File: config.mk
export PLATFORM = sky130hd
export DESIGN_NAME = utf8_token_count_estimator_core_flat
export DESIGN_NICKNAME = d
export VERILOG_FILES = /design/src/hdl/utf8tce_pkg.sv /design/src/hdl/utf8tce_if.sv /design/src/hdl/utf8_token_count_estimator_core.sv /design/src/flat_wrapper.sv
export SDC_FILE = /design/constraint.sdc
export NUM_CORES = 2
export LEC_CHECK = 0
export BUFFER_PORTS_ARGS = -buffer_cell sky130_fd_sc_hd__clkbuf_2
export CORE_MARGIN = 1
export CORE_UTILIZATION = 37
export CTS_CLUSTER_DIAMETER = 100
export DETAILED_ROUTE_END_ITERATION = 16
export PLACE_DENSITY_LB_ADDON = 0.3
export SLEW_MARGIN = 5
export SYNTH_ARGS = -nofsm -noshare
export SYNTH_HDL_FRONTEND = slang
export SYNTH_SLANG_ARGS = --single-unit
File: constraint.sdc
create_clock -name clock -period 7.38 [get_ports clock]
set_clock_uncertainty 0.05 [all_clocks]
set_input_delay 0.369 -clock clock [delete_from_list [all_inputs] [get_ports clock]]
set_output_delay 0.369 -clock clock [all_outputs]
set_load 0.01 [all_outputs]
File: src/hdl/utf8tce_pkg.sv
// ----------------------------------------------------------------------------
// utf8tce_pkg
// Types, constants and helpers for the UTF-8 token count estimator.
// ----------------------------------------------------------------------------
package utf8tce_pkg;

   localparam int FIELD_W = 21;
   localparam int RATIO_W = 16;
   localparam int PROD_W  = FIELD_W + RATIO_W;
   localparam int X_W     = 22;
   localparam int RECIP_W = 24;
   localparam int RECIP_SH = 25;
   localparam int CSR_IDX_W = 2;

   localparam longint MAX_TEXT_BYTES = 64'd1048576;
   localparam longint FIELD_MAX = (64'd1 << FIELD_W) - 64'd1;
   localparam logic [FIELD_W-1:0] COUNT_CAP =
      FIELD_W'((MAX_TEXT_BYTES < FIELD_MAX) ? MAX_TEXT_BYTES : FIELD_MAX);

   // floor(x*m >> 25) equals floor(x/d) for x below 2**22
   localparam logic [RECIP_W-1:0] RECIP3 = 24'd11184811;
   localparam logic [RECIP_W-1:0] RECIP7 = 24'd4793491;

   localparam logic [RATIO_W-1:0] CJK_RATIO_RESET   = 16'd13107;
   localparam logic [RATIO_W-1:0] ALPHA_RATIO_RESET = 16'd26214;

   typedef enum logic [CSR_IDX_W-1:0] {
      CSR_ACCURATE_MODE = 2'd0,
      CSR_MODEL_SELECT  = 2'd1,
      CSR_CJK_RATIO     = 2'd2,
      CSR_ALPHA_RATIO   = 2'd3
   } csr_index_type;

   typedef enum logic [1:0] {
      MODEL_GENERIC  = 2'd0,
      MODEL_MIXED    = 2'd1,
      MODEL_SEVENTHS = 2'd2,
      MODEL_QUARTER  = 2'd3
   } rule_sel_type;

   typedef enum logic [1:0] {
      OP_PASS = 2'd0,
      OP_DIV3 = 2'd1,
      OP_DIV7 = 2'd2
   } div_op_type;

   typedef logic [FIELD_W-1:0] count_type;

   localparam logic [FIELD_W-1:0] CJK_LO [16] = '{
      21'h04E00, 21'h03400, 21'h20000, 21'h2A700, 21'h2B740, 21'h2B820,
      21'h2CEB0, 21'h30000, 21'h31350, 21'h0F900, 21'h2F800, 21'h03000,
      21'h03040, 21'h030A0, 21'h0AC00, 21'h0FF00
   };
   localparam logic [FIELD_W-1:0] CJK_HI [16] = '{
      21'h09FFF, 21'h04DBF, 21'h2A6DF, 21'h2B73F, 21'h2B81F, 21'h2CEAF,
      21'h2EBEF, 21'h3134F, 21'h323AF, 21'h0FAFF, 21'h2FA1F, 21'h0303F,
      21'h0309F, 21'h030FF, 21'h0D7AF, 21'h0FFEF
   };

   function automatic logic in_cjk(input logic [FIELD_W-1:0] cp);
      logic hit;
      hit = 1'b0;
      for (int k = 0; k < 16; k++) begin
         if (cp >= CJK_LO[k] && cp <= CJK_HI[k]) hit = 1'b1;
      end
      return hit;
   endfunction

   function automatic logic [1:0] seq_len(input logic [7:0] lead);
      logic [1:0] n;
      if (lead >= 8'hC2 && lead <= 8'hDF) n = 2'd1;
      else if (lead >= 8'hE0 && lead <= 8'hEF) n = 2'd2;
      else if (lead >= 8'hF0 && lead <= 8'hF4) n = 2'd3;
      else n = 2'd0;
      return n;
   endfunction

   function automatic count_type sat_inc(input count_type v);
      return (v < COUNT_CAP) ? v + 1'b1 : COUNT_CAP;
   endfunction

endpackage

File: src/hdl/utf8tce_if.sv
// ----------------------------------------------------------------------------
// utf8tce_if
// Valid/ready channels for text bytes and for count results.
// ----------------------------------------------------------------------------
interface utf8tce_req_if;
   logic       valid;
   logic       ready;
   logic [7:0] byte_value;
   logic       last_byte;

   modport source (output valid, output byte_value, output last_byte, input ready);
   modport sink   (input valid, input byte_value, input last_byte, output ready);
endinterface

interface utf8tce_rsp_if;
   logic        valid;
   logic        ready;
   logic [20:0] token_estimate;
   logic [20:0] char_count;
   logic [20:0] cjk_count;
   logic [20:0] alpha_count;

   modport source (output valid, output token_estimate, output char_count,
                   output cjk_count, output alpha_count, input ready);
   modport sink   (input valid, input token_estimate, input char_count,
                   input cjk_count, input alpha_count, output ready);
endinterface

File: src/hdl/utf8_token_count_estimator_core.sv
// ----------------------------------------------------------------------------
// utf8_token_count_estimator_core
// Strict UTF-8 decoder with character class counters and token estimate.
// ----------------------------------------------------------------------------
// Takes one text byte per cycle, but a byte marked last waits in the input
// register while the estimate pipeline cannot take it; the decoder state and
// the counters form a register loop that sets this rate. Each byte goes
// through an input register, then the decoder. On the byte marked last the
// counts enter the estimate pipeline (count capture, ratio products, rule
// select, reciprocal multiply, output register). Bytes of the next text are
// taken while a result waits on the output. Configuration writes are expected
// only while the block is idle.
module utf8_token_count_estimator_core (
   input  logic                              clock,
   input  logic                              reset,
   utf8tce_req_if.sink                       req_ch,
   utf8tce_rsp_if.source                     rsp_ch,
   input  logic                              csr_wr_en,
   input  logic [utf8tce_pkg::CSR_IDX_W-1:0] csr_index,
   input  logic [utf8tce_pkg::RATIO_W-1:0]   csr_wdata
);
   import utf8tce_pkg::*;

   // configuration
   logic               acc_mode_ff;
   logic [1:0]         model_ff;
   logic [RATIO_W-1:0] cjk_ratio_ff;
   logic [RATIO_W-1:0] alpha_ratio_ff;

   always_ff @(posedge clock) begin
      if (reset) begin
         acc_mode_ff    <= 1'b0;
         model_ff       <= MODEL_GENERIC;
         cjk_ratio_ff   <= CJK_RATIO_RESET;
         alpha_ratio_ff <= ALPHA_RATIO_RESET;
      end else if (csr_wr_en) begin
         case (csr_index_type'(csr_index))
            CSR_ACCURATE_MODE: acc_mode_ff    <= csr_wdata[0];
            CSR_MODEL_SELECT:  model_ff       <= csr_wdata[1:0];
            CSR_CJK_RATIO:     cjk_ratio_ff   <= csr_wdata;
            CSR_ALPHA_RATIO:   alpha_ratio_ff <= csr_wdata;
            default: ;
         endcase
      end
   end

   // stage flow control
   logic v1_ff, v2_ff, v3_ff, v4_ff, v5_ff, vo_ff;
   logic adv_o, adv5, adv4, adv3, adv2, s1_consume;

   logic [7:0] b1_ff;
   logic       last1_ff;

   assign adv_o      = !vo_ff || rsp_ch.ready;
   assign adv5       = !v5_ff || adv_o;
   assign adv4       = !v4_ff || adv5;
   assign adv3       = !v3_ff || adv4;
   assign adv2       = !v2_ff || adv3;
   assign s1_consume = v1_ff && (!last1_ff || adv2);
   assign req_ch.ready = !v1_ff || s1_consume;

   always_ff @(posedge clock) begin
      if (reset) begin
         v1_ff <= 1'b0;
      end else if (req_ch.ready) begin
         v1_ff <= req_ch.valid;
      end
   end

   always_ff @(posedge clock) begin
      if (req_ch.valid && req_ch.ready) begin
         b1_ff    <= req_ch.byte_value;
         last1_ff <= req_ch.last_byte;
      end
   end

   // decoder
   logic [1:0]   pend_ff, pend_in;
   logic [7:0]   lead_ff, lead_in;
   logic [20:0]  part_ff, part_in;
   count_type    tot_ff, tot_in, cjk_ff, cjk_in, alp_ff, alp_in;

   always_comb begin
      logic        ok, taken, do_count;
      logic [1:0]  n;
      logic [20:0] shifted, cp;
      ok       = (b1_ff[7:6] == 2'b10);
      taken    = 1'b0;
      do_count = 1'b0;
      n        = seq_len(b1_ff);
      shifted  = {part_ff[14:0], b1_ff[5:0]};
      cp       = {13'd0, b1_ff};
      pend_in  = pend_ff;
      lead_in  = lead_ff;
      part_in  = part_ff;
      tot_in   = tot_ff;
      cjk_in   = cjk_ff;
      alp_in   = alp_ff;
      if (pend_ff != 2'd0) begin
         if (pend_ff == seq_len(lead_ff)) begin
            if (lead_ff == 8'hE0 && b1_ff < 8'hA0) ok = 1'b0;
            if (lead_ff == 8'hED && b1_ff > 8'h9F) ok = 1'b0;
            if (lead_ff == 8'hF0 && b1_ff < 8'h90) ok = 1'b0;
            if (lead_ff == 8'hF4 && b1_ff > 8'h8F) ok = 1'b0;
         end
         if (ok) begin
            taken   = 1'b1;
            part_in = shifted;
            pend_in = pend_ff - 2'd1;
            if (pend_ff == 2'd1) begin
               do_count = 1'b1;
               cp       = shifted;
            end
         end else begin
            pend_in = 2'd0;
         end
      end
      if (!taken) begin
         if (!b1_ff[7]) begin
            do_count = 1'b1;
         end else if (n != 2'd0) begin
            pend_in = n;
            lead_in = b1_ff;
            case (n)
               2'd1:    part_in = {16'd0, b1_ff[4:0]};
               2'd2:    part_in = {17'd0, b1_ff[3:0]};
               default: part_in = {18'd0, b1_ff[2:0]};
            endcase
         end
      end
      if (do_count) begin
         tot_in = sat_inc(tot_ff);
         if ((cp >= 21'h41 && cp <= 21'h5A) || (cp >= 21'h61 && cp <= 21'h7A)) begin
            alp_in = sat_inc(alp_ff);
         end else if (in_cjk(cp)) begin
            cjk_in = sat_inc(cjk_ff);
         end
      end
   end

   always_ff @(posedge clock) begin
      if (reset || (s1_consume && last1_ff)) begin
         pend_ff <= 2'd0;
         lead_ff <= 8'd0;
         part_ff <= 21'd0;
         tot_ff  <= '0;
         cjk_ff  <= '0;
         alp_ff  <= '0;
      end else if (s1_consume) begin
         pend_ff <= pend_in;
         lead_ff <= lead_in;
         part_ff <= part_in;
         tot_ff  <= tot_in;
         cjk_ff  <= cjk_in;
         alp_ff  <= alp_in;
      end
   end

   // estimate pipeline
   count_type t2_ff, c2_ff, a2_ff;
   count_type t3_ff, c3_ff, a3_ff;
   count_type t4_ff, c4_ff, a4_ff;
   count_type t5_ff, c5_ff, a5_ff;
   logic [PROD_W-1:0]  pc3_ff, pa3_ff;
   logic [X_W-1:0]     x4_ff, x4_in, x5_ff;
   div_op_type         op4_ff, op4_in, op5_ff;
   logic [X_W+RECIP_W-1:0] prod5_ff;
   logic [FIELD_W-1:0] est_in, esto_ff;
   count_type to_ff, co_ff, ao_ff;

   always_ff @(posedge clock) begin
      if (reset) begin
         v2_ff <= 1'b0;
         v3_ff <= 1'b0;
         v4_ff <= 1'b0;
         v5_ff <= 1'b0;
         vo_ff <= 1'b0;
      end else begin
         if (adv2)  v2_ff <= s1_consume && last1_ff;
         if (adv3)  v3_ff <= v2_ff;
         if (adv4)  v4_ff <= v3_ff;
         if (adv5)  v5_ff <= v4_ff;
         if (adv_o) vo_ff <= v5_ff;
      end
   end

   always_comb begin
      logic        cjk_high, alpha_high;
      logic [20:0] rest;
      logic [23:0] n_mixed;
      logic [21:0] sum_ct;
      cjk_high   = {c3_ff, 16'd0} > pc3_ff;
      alpha_high = {a3_ff, 16'd0} > pa3_ff;
      rest       = (t3_ff >= c3_ff) ? t3_ff - c3_ff : 21'd0;
      n_mixed    = {c3_ff, 3'd0} + ({3'd0, rest} << 1) + {3'd0, rest};
      sum_ct     = {1'b0, c3_ff} + {1'b0, t3_ff};
      if (acc_mode_ff) begin
         case (rule_sel_type'(model_ff))
            MODEL_MIXED: begin
               x4_in = n_mixed[23:2]; op4_in = OP_DIV3;
            end
            MODEL_SEVENTHS: begin
               x4_in = {t3_ff, 1'b0}; op4_in = OP_DIV7;
            end
            MODEL_QUARTER: begin
               x4_in = {2'd0, sum_ct[21:2]}; op4_in = OP_PASS;
            end
            default: begin
               if (cjk_high) begin
                  x4_in = n_mixed[23:2]; op4_in = OP_DIV3;
               end else if (alpha_high) begin
                  x4_in = {3'd0, t3_ff[20:2]}; op4_in = OP_PASS;
               end else begin
                  x4_in = {1'b0, t3_ff}; op4_in = OP_DIV3;
               end
            end
         endcase
      end else if (cjk_high) begin
         x4_in = {t3_ff, 1'b0}; op4_in = OP_DIV3;
      end else if (alpha_high) begin
         x4_in = {3'd0, t3_ff[20:2]}; op4_in = OP_PASS;
      end else begin
         x4_in = {1'b0, t3_ff}; op4_in = OP_DIV3;
      end
   end

   always_comb begin
      case (op5_ff)
         OP_PASS: est_in = x5_ff[FIELD_W-1:0];
         default: est_in = prod5_ff[RECIP_SH+FIELD_W-1:RECIP_SH];
      endcase
      if (est_in == '0 && t5_ff != '0) est_in = FIELD_W'(1);
   end

   always_ff @(posedge clock) begin
      if (adv2 && s1_consume && last1_ff) begin
         t2_ff <= tot_in;
         c2_ff <= cjk_in;
         a2_ff <= alp_in;
      end
      if (adv3) begin
         t3_ff  <= t2_ff;
         c3_ff  <= c2_ff;
         a3_ff  <= a2_ff;
         pc3_ff <= PROD_W'(t2_ff) * PROD_W'(cjk_ratio_ff);
         pa3_ff <= PROD_W'(t2_ff) * PROD_W'(alpha_ratio_ff);
      end
      if (adv4) begin
         t4_ff  <= t3_ff;
         c4_ff  <= c3_ff;
         a4_ff  <= a3_ff;
         x4_ff  <= x4_in;
         op4_ff <= op4_in;
      end
      if (adv5) begin
         t5_ff    <= t4_ff;
         c5_ff    <= c4_ff;
         a5_ff    <= a4_ff;
         x5_ff    <= x4_ff;
         op5_ff   <= op4_ff;
         prod5_ff <= (X_W+RECIP_W)'(x4_ff) *
                     (X_W+RECIP_W)'((op4_ff == OP_DIV7) ? RECIP7 : RECIP3);
      end
      if (adv_o) begin
         esto_ff <= est_in;
         to_ff   <= t5_ff;
         co_ff   <= c5_ff;
         ao_ff   <= a5_ff;
      end
   end

   assign rsp_ch.valid          = vo_ff;
   assign rsp_ch.token_estimate = esto_ff;
   assign rsp_ch.char_count     = to_ff;
   assign rsp_ch.cjk_count      = co_ff;
   assign rsp_ch.alpha_count    = ao_ff;

   a_est_nonzero: assert property (@(posedge clock) disable iff (reset)
      (vo_ff && to_ff != '0) |-> (esto_ff != '0))
      else $error("estimate is zero for a nonempty text");

   a_class_bound: assert property (@(posedge clock) disable iff (reset)
      vo_ff |-> ({1'b0, co_ff} + {1'b0, ao_ff} <= {1'b0, to_ff}))
      else $error("class counts exceed character count");

   a_clear_after_last: assert property (@(posedge clock) disable iff (reset)
      (s1_consume && last1_ff) |=> (pend_ff == 2'd0 && tot_ff == '0))
      else $error("decoder state not cleared after last item");

   a_last_enters_pipe: assert property (@(posedge clock) disable iff (reset)
      (s1_consume && last1_ff) |=> v2_ff)
      else $error("last item lost before estimate pipeline");

endmodule
File: src/flat_wrapper.sv
// flat-port wrapper written by rule: the top's interface ports become plain ports
module utf8_token_count_estimator_core_flat import utf8tce_pkg::*;
  (clock, reset, csr_wr_en, csr_index, csr_wdata, req_ch_valid, req_ch_byte_value, req_ch_last_byte, req_ch_ready, rsp_ch_valid, rsp_ch_token_estimate, rsp_ch_char_count, rsp_ch_cjk_count, rsp_ch_alpha_count, rsp_ch_ready);
  utf8tce_req_if req_ch_i ();
  utf8tce_rsp_if rsp_ch_i ();
  input  logic clock;
  input  logic reset;
  input  logic csr_wr_en;
  input  logic [utf8tce_pkg::CSR_IDX_W-1:0] csr_index;
  input  logic [utf8tce_pkg::RATIO_W-1:0] csr_wdata;
  input wire logic [$bits(req_ch_i.valid)-1:0] req_ch_valid;
  input wire logic [$bits(req_ch_i.byte_value)-1:0] req_ch_byte_value;
  input wire logic [$bits(req_ch_i.last_byte)-1:0] req_ch_last_byte;
  output wire logic [$bits(req_ch_i.ready)-1:0] req_ch_ready;
  output wire logic [$bits(rsp_ch_i.valid)-1:0] rsp_ch_valid;
  output wire logic [$bits(rsp_ch_i.token_estimate)-1:0] rsp_ch_token_estimate;
  output wire logic [$bits(rsp_ch_i.char_count)-1:0] rsp_ch_char_count;
  output wire logic [$bits(rsp_ch_i.cjk_count)-1:0] rsp_ch_cjk_count;
  output wire logic [$bits(rsp_ch_i.alpha_count)-1:0] rsp_ch_alpha_count;
  input wire logic [$bits(rsp_ch_i.ready)-1:0] rsp_ch_ready;
  assign req_ch_i.valid = req_ch_valid;
  assign req_ch_i.byte_value = req_ch_byte_value;
  assign req_ch_i.last_byte = req_ch_last_byte;
  assign req_ch_ready = req_ch_i.ready;
  assign rsp_ch_valid = rsp_ch_i.valid;
  assign rsp_ch_token_estimate = rsp_ch_i.token_estimate;
  assign rsp_ch_char_count = rsp_ch_i.char_count;
  assign rsp_ch_cjk_count = rsp_ch_i.cjk_count;
  assign rsp_ch_alpha_count = rsp_ch_i.alpha_count;
  assign rsp_ch_i.ready = rsp_ch_ready;
  utf8_token_count_estimator_core u_core (.clock(clock), .reset(reset), .req_ch(req_ch_i), .rsp_ch(rsp_ch_i), .csr_wr_en(csr_wr_en), .csr_index(csr_index), .csr_wdata(csr_wdata));
endmodule
==> impl_metrics.tcl <==
set metrics [dict create \
    routed_wirelength_mm 152 \
    grt_pass1_wl_mm 240 \
    gr-total-overflow 0 \
    total_power_mw 13.5 \
    place_hpwl_mm 120 \
    dp_cells 7937 \
    antenna_found_initial 7 \
    relSlewSlack_pct 17.6 \
    arrival_ns 7.76 \
    power_frac_comb_pct 38.5 \
    postLayoutCellArea_sq_um 65700 \
    ys_seq_area_share_pct 29.9 \
    power_density_nw_per_um2 205 \
    cts.sinks 616 \
    fillers 14800 \
    drive_gt1_share_pct 11.0 \
    io_pins 118 \
    route.vias.total 40600 \
    regArea_sq_um 17200 \
    dieHeight_microns 397 \
    p_int_mw 8.94 \
    fin_nets 7293 \
    cts-htree-levels 3 \
    rr_worst_depth 26 \
    cap_violations 0 \
    crit_fanout 6 \
    post-route-period-util_pct 100 \
    switching_share_pct 33.6 \
    cp-startpoint "u_core.op4_ff[0]" \
    violations "design-rule violations, negative setup slack" \
    mostFrequentLayoutCells "inv_1, nand2_1, fa_1, ha_1, edfxtp_1" \
    p_switching_mw 4.52 \
    finalMaxSlewViolations 0 \
    synth_edf_count 487 \
    io_buffers 117 \
    row_count 144 \
    outcome "complete, but fails checks" \
    start_kind "flop" \
    drc_errors 22 \
    layout.cells.non_filler 8114 \
    gr-usage-all-layers_pct 19.6 \
    async_flop_share_pct 0 \
    seqPwrFrac_pct 31.5 \
    r2r_start "u_core.op4_ff[0]" \
    dpl_worst_slack_ns -0.302 \
    die_w_microns 397 \
    synth_warnings 0 \
    hold_path_class "in -> reg" \
    power_leakage_nw 31.0 \
    worst_slew_pin_slew_ns 1.23 \
    grt_start_max_net_pins 80 \
    syn_avg_cell_area_sq_um 10.1 \
    clk_pin_slew_ns 0.06 \
    ff2ff_setup_slack_ns -0.0005 \
    worst_slack_ns -0.000528 \
    start_util_pct 37.3 \
    setup-violations-final 1 \
    final_common_cell "inv_1" \
    drt_first_pass_iters 12 \
    ir_worst_vdd_mv 0.266 \
    highest_layer "met5" \
    critPathKind "reg -> reg" \
    clock_latency_ns 0.70 \
    fp.coreArea_sq_um 154000 \
    syn2layout_area_growth_pct 14.0 \
    worstSetupEndpoint "u_core.prod5_ff[45]" \
    r2r-end "u_core.prod5_ff[45]" \
    netlist_area_sq_um 57600 \
    antenna_left 0 \
    rsz0062_at_grt "true" \
    cp.required_ns 7.76 \
    ys.flop_type "edfxtp_1" \
    met2_length_mm 74.6 \
    hold_violations 0 \
    wire_per_inst_microns 18.7 \
    dieArea_sq_um 157000 \
    multiInputGateArea_sq_um 36100 \
    fin_setup_tns_ns -0.000528 \
    gp_congestion 0.895 \
    max_freq_ghz 0.135 \
    root_buffer "clkbuf_16" \
    numCtsBuffers 75 \
    first_iter_violations 2351 \
    clkPwrFrac_pct 30.0 \
    tritoncts "done" \
    period_needed_ns 7.38 \
    via_per_inst 5.00 \
    synth_cells 5721 \
    dr_wl_met3_mm 6.40 \
    ys_types 96 \
    worst_setup_path_end_kind "flop" \
    met1Wirelength_mm 65.8 \
    grt_pass1_vias 42000 \
    ys_ff_latch 616 \
    postPlaceCellArea_sq_um 62400 \
    clockBufferDepth 3 \
]
==> worst min path at each step <==
stage | depth (start not counted) | endpoint | slack, ns | startpoint
after floorplan | 0 | u_core.a3_ff[0] | 0.35 | u_core.a2_ff[0]
after global placement | 0 | u_core.a3_ff[18] | 0.35 | u_core.a2_ff[18]
after detailed placement | 0 | u_core.a3_ff[17] | 0.35 | u_core.a2_ff[17]
after CTS | 3 | u_core.alpha_ratio_ff[0] | 0.05 | csr_wdata[0]
after global routing | 3 | u_core.alpha_ratio_ff[0] | 0.06 | csr_wdata[0]
final | 3 | u_core.alpha_ratio_ff[0] | 0.07 | csr_wdata[0]
==> synth_stat cells, drive strengths merged, types with 15 or more instances <==
master  instances  area share, %
mux2i          35           0.61
nor2b          29           0.31
and3           29           0.32
a21oi         224            2.0
clkbuf        237            1.5
fa            739             26
o211ai         19           0.25
or3            24           0.28
dfxtp         129            4.5
nand3b         23           0.30
nand2         765            5.0
o21bai         20           0.26
a21o           62           0.81
o21a           32           0.42
nor4           28           0.33
nand3          78           0.69
o31ai          18           0.24
xor2           41           0.62
buf            24           0.19
edfxtp        487             25
a211oi         15           0.20
mux2           31           0.61
nor2          254            1.7
a31oi          28           0.30
nor3           79           0.73
o21ai         163            1.4
nand2b         33           0.36
a22oi          19           0.26
xnor2         113            1.7
and2          238            2.6
nand4          48           0.52
ha            514             11
inv           974            6.3
==> critical path, cell delays in order, from the launching register on <==
cell	delay, ns
edfxtp_1	0.39
nand2b_4	0.18
buf_8	0.13
and2_4	0.15
ha_4	0.26
inv_2	0.03
fa_1	0.49
fa_1	0.60
inv_2	0.06
fa_1	0.56
inv_2	0.04
fa_1	0.49
inv_1	0.05
fa_1	0.47
fa_1	0.60
ha_4	0.22
a2111oi_4	0.39
nand2_1	0.10
a211o_1	0.32
o2111a_2	0.33
o221ai_4	0.17
a21o_1	0.19
o21ai_2	0.07
o41a_1	0.34
a21o_1	0.22
a21oi_2	0.15
xnor2_1	0.08
==> power groups by stage <==
stage / registers, mW / logic (mW) / clock network (mW)
after global routing: 4.26 / 5.92 / 4.27
after CTS: 4.24 / 5.14 / 4.15
final: 4.24 / 5.18 / 4.03
after floorplan: 4.27 / 3.43 / 0
after detailed placement: 4.31 / 4.92 / 0
after global placement: 4.31 / 4.84 / 0
==> cell type report <==
class | instances | share of cell area, %
multi-input combinational | 3895 | 55.0
sequential | 616 | 26.2
inverter | 974 | 5.58
timing repair buffer | 446 | 5.20
tap | 2044 | 3.89
clock buffer | 87 | 2.99
clock inverter | 51 | 1.17
antenna | 1 | 0.00381
==> routing by layer <==
metal	track usage (%)	vias up
met1	25.5	20300
met2	33.7	900
met4	6.20	8
li1	-	19200
met5	0	-
met3	2.50	225
==> flip-flops by register name, summed over array words and instances, names as in the netlist, 22 cells and up <==
register and flops:
u_core.pa3_ff 37, u_core.pc3_ff 37, u_core.prod5_ff 22, u_core.x4_ff 22
==> cells by family after synthesis <==
group           after synthesis  synth area share (%)
buf+inv                    1235                  8.08
simple gates               1686                  13.9
other cells                   2                0.0130
compound gates              709                  7.79
flops                       616                  29.9
xor+xnor                    154                  2.34
mux                          66                  1.22
fa+ha+maj                  1253                  36.8
==> stage by stage <==
stage	hold WS, ns	util (%)
2_1_floorplan	0.350	-
3_3_place_gp	0.351	40.4
3_5_place_dp	0.355	40.4
4_1_cts	0.0534	42.4
5_1_grt	0.0631	42.5
6_report	0.0680	42.5
==> repair_timing <==
item | in CTS | in global routing
endpoints found under the hold margin | 39 | 0
pin swaps | 28 | 26
setup buffers | 2 | 11
endpoints found under the setup margin | 4 | 11
resized for setup | 29 | 19
hold buffers | 25 | 0
No activity file was read; power rests on OpenSTA's default activity.
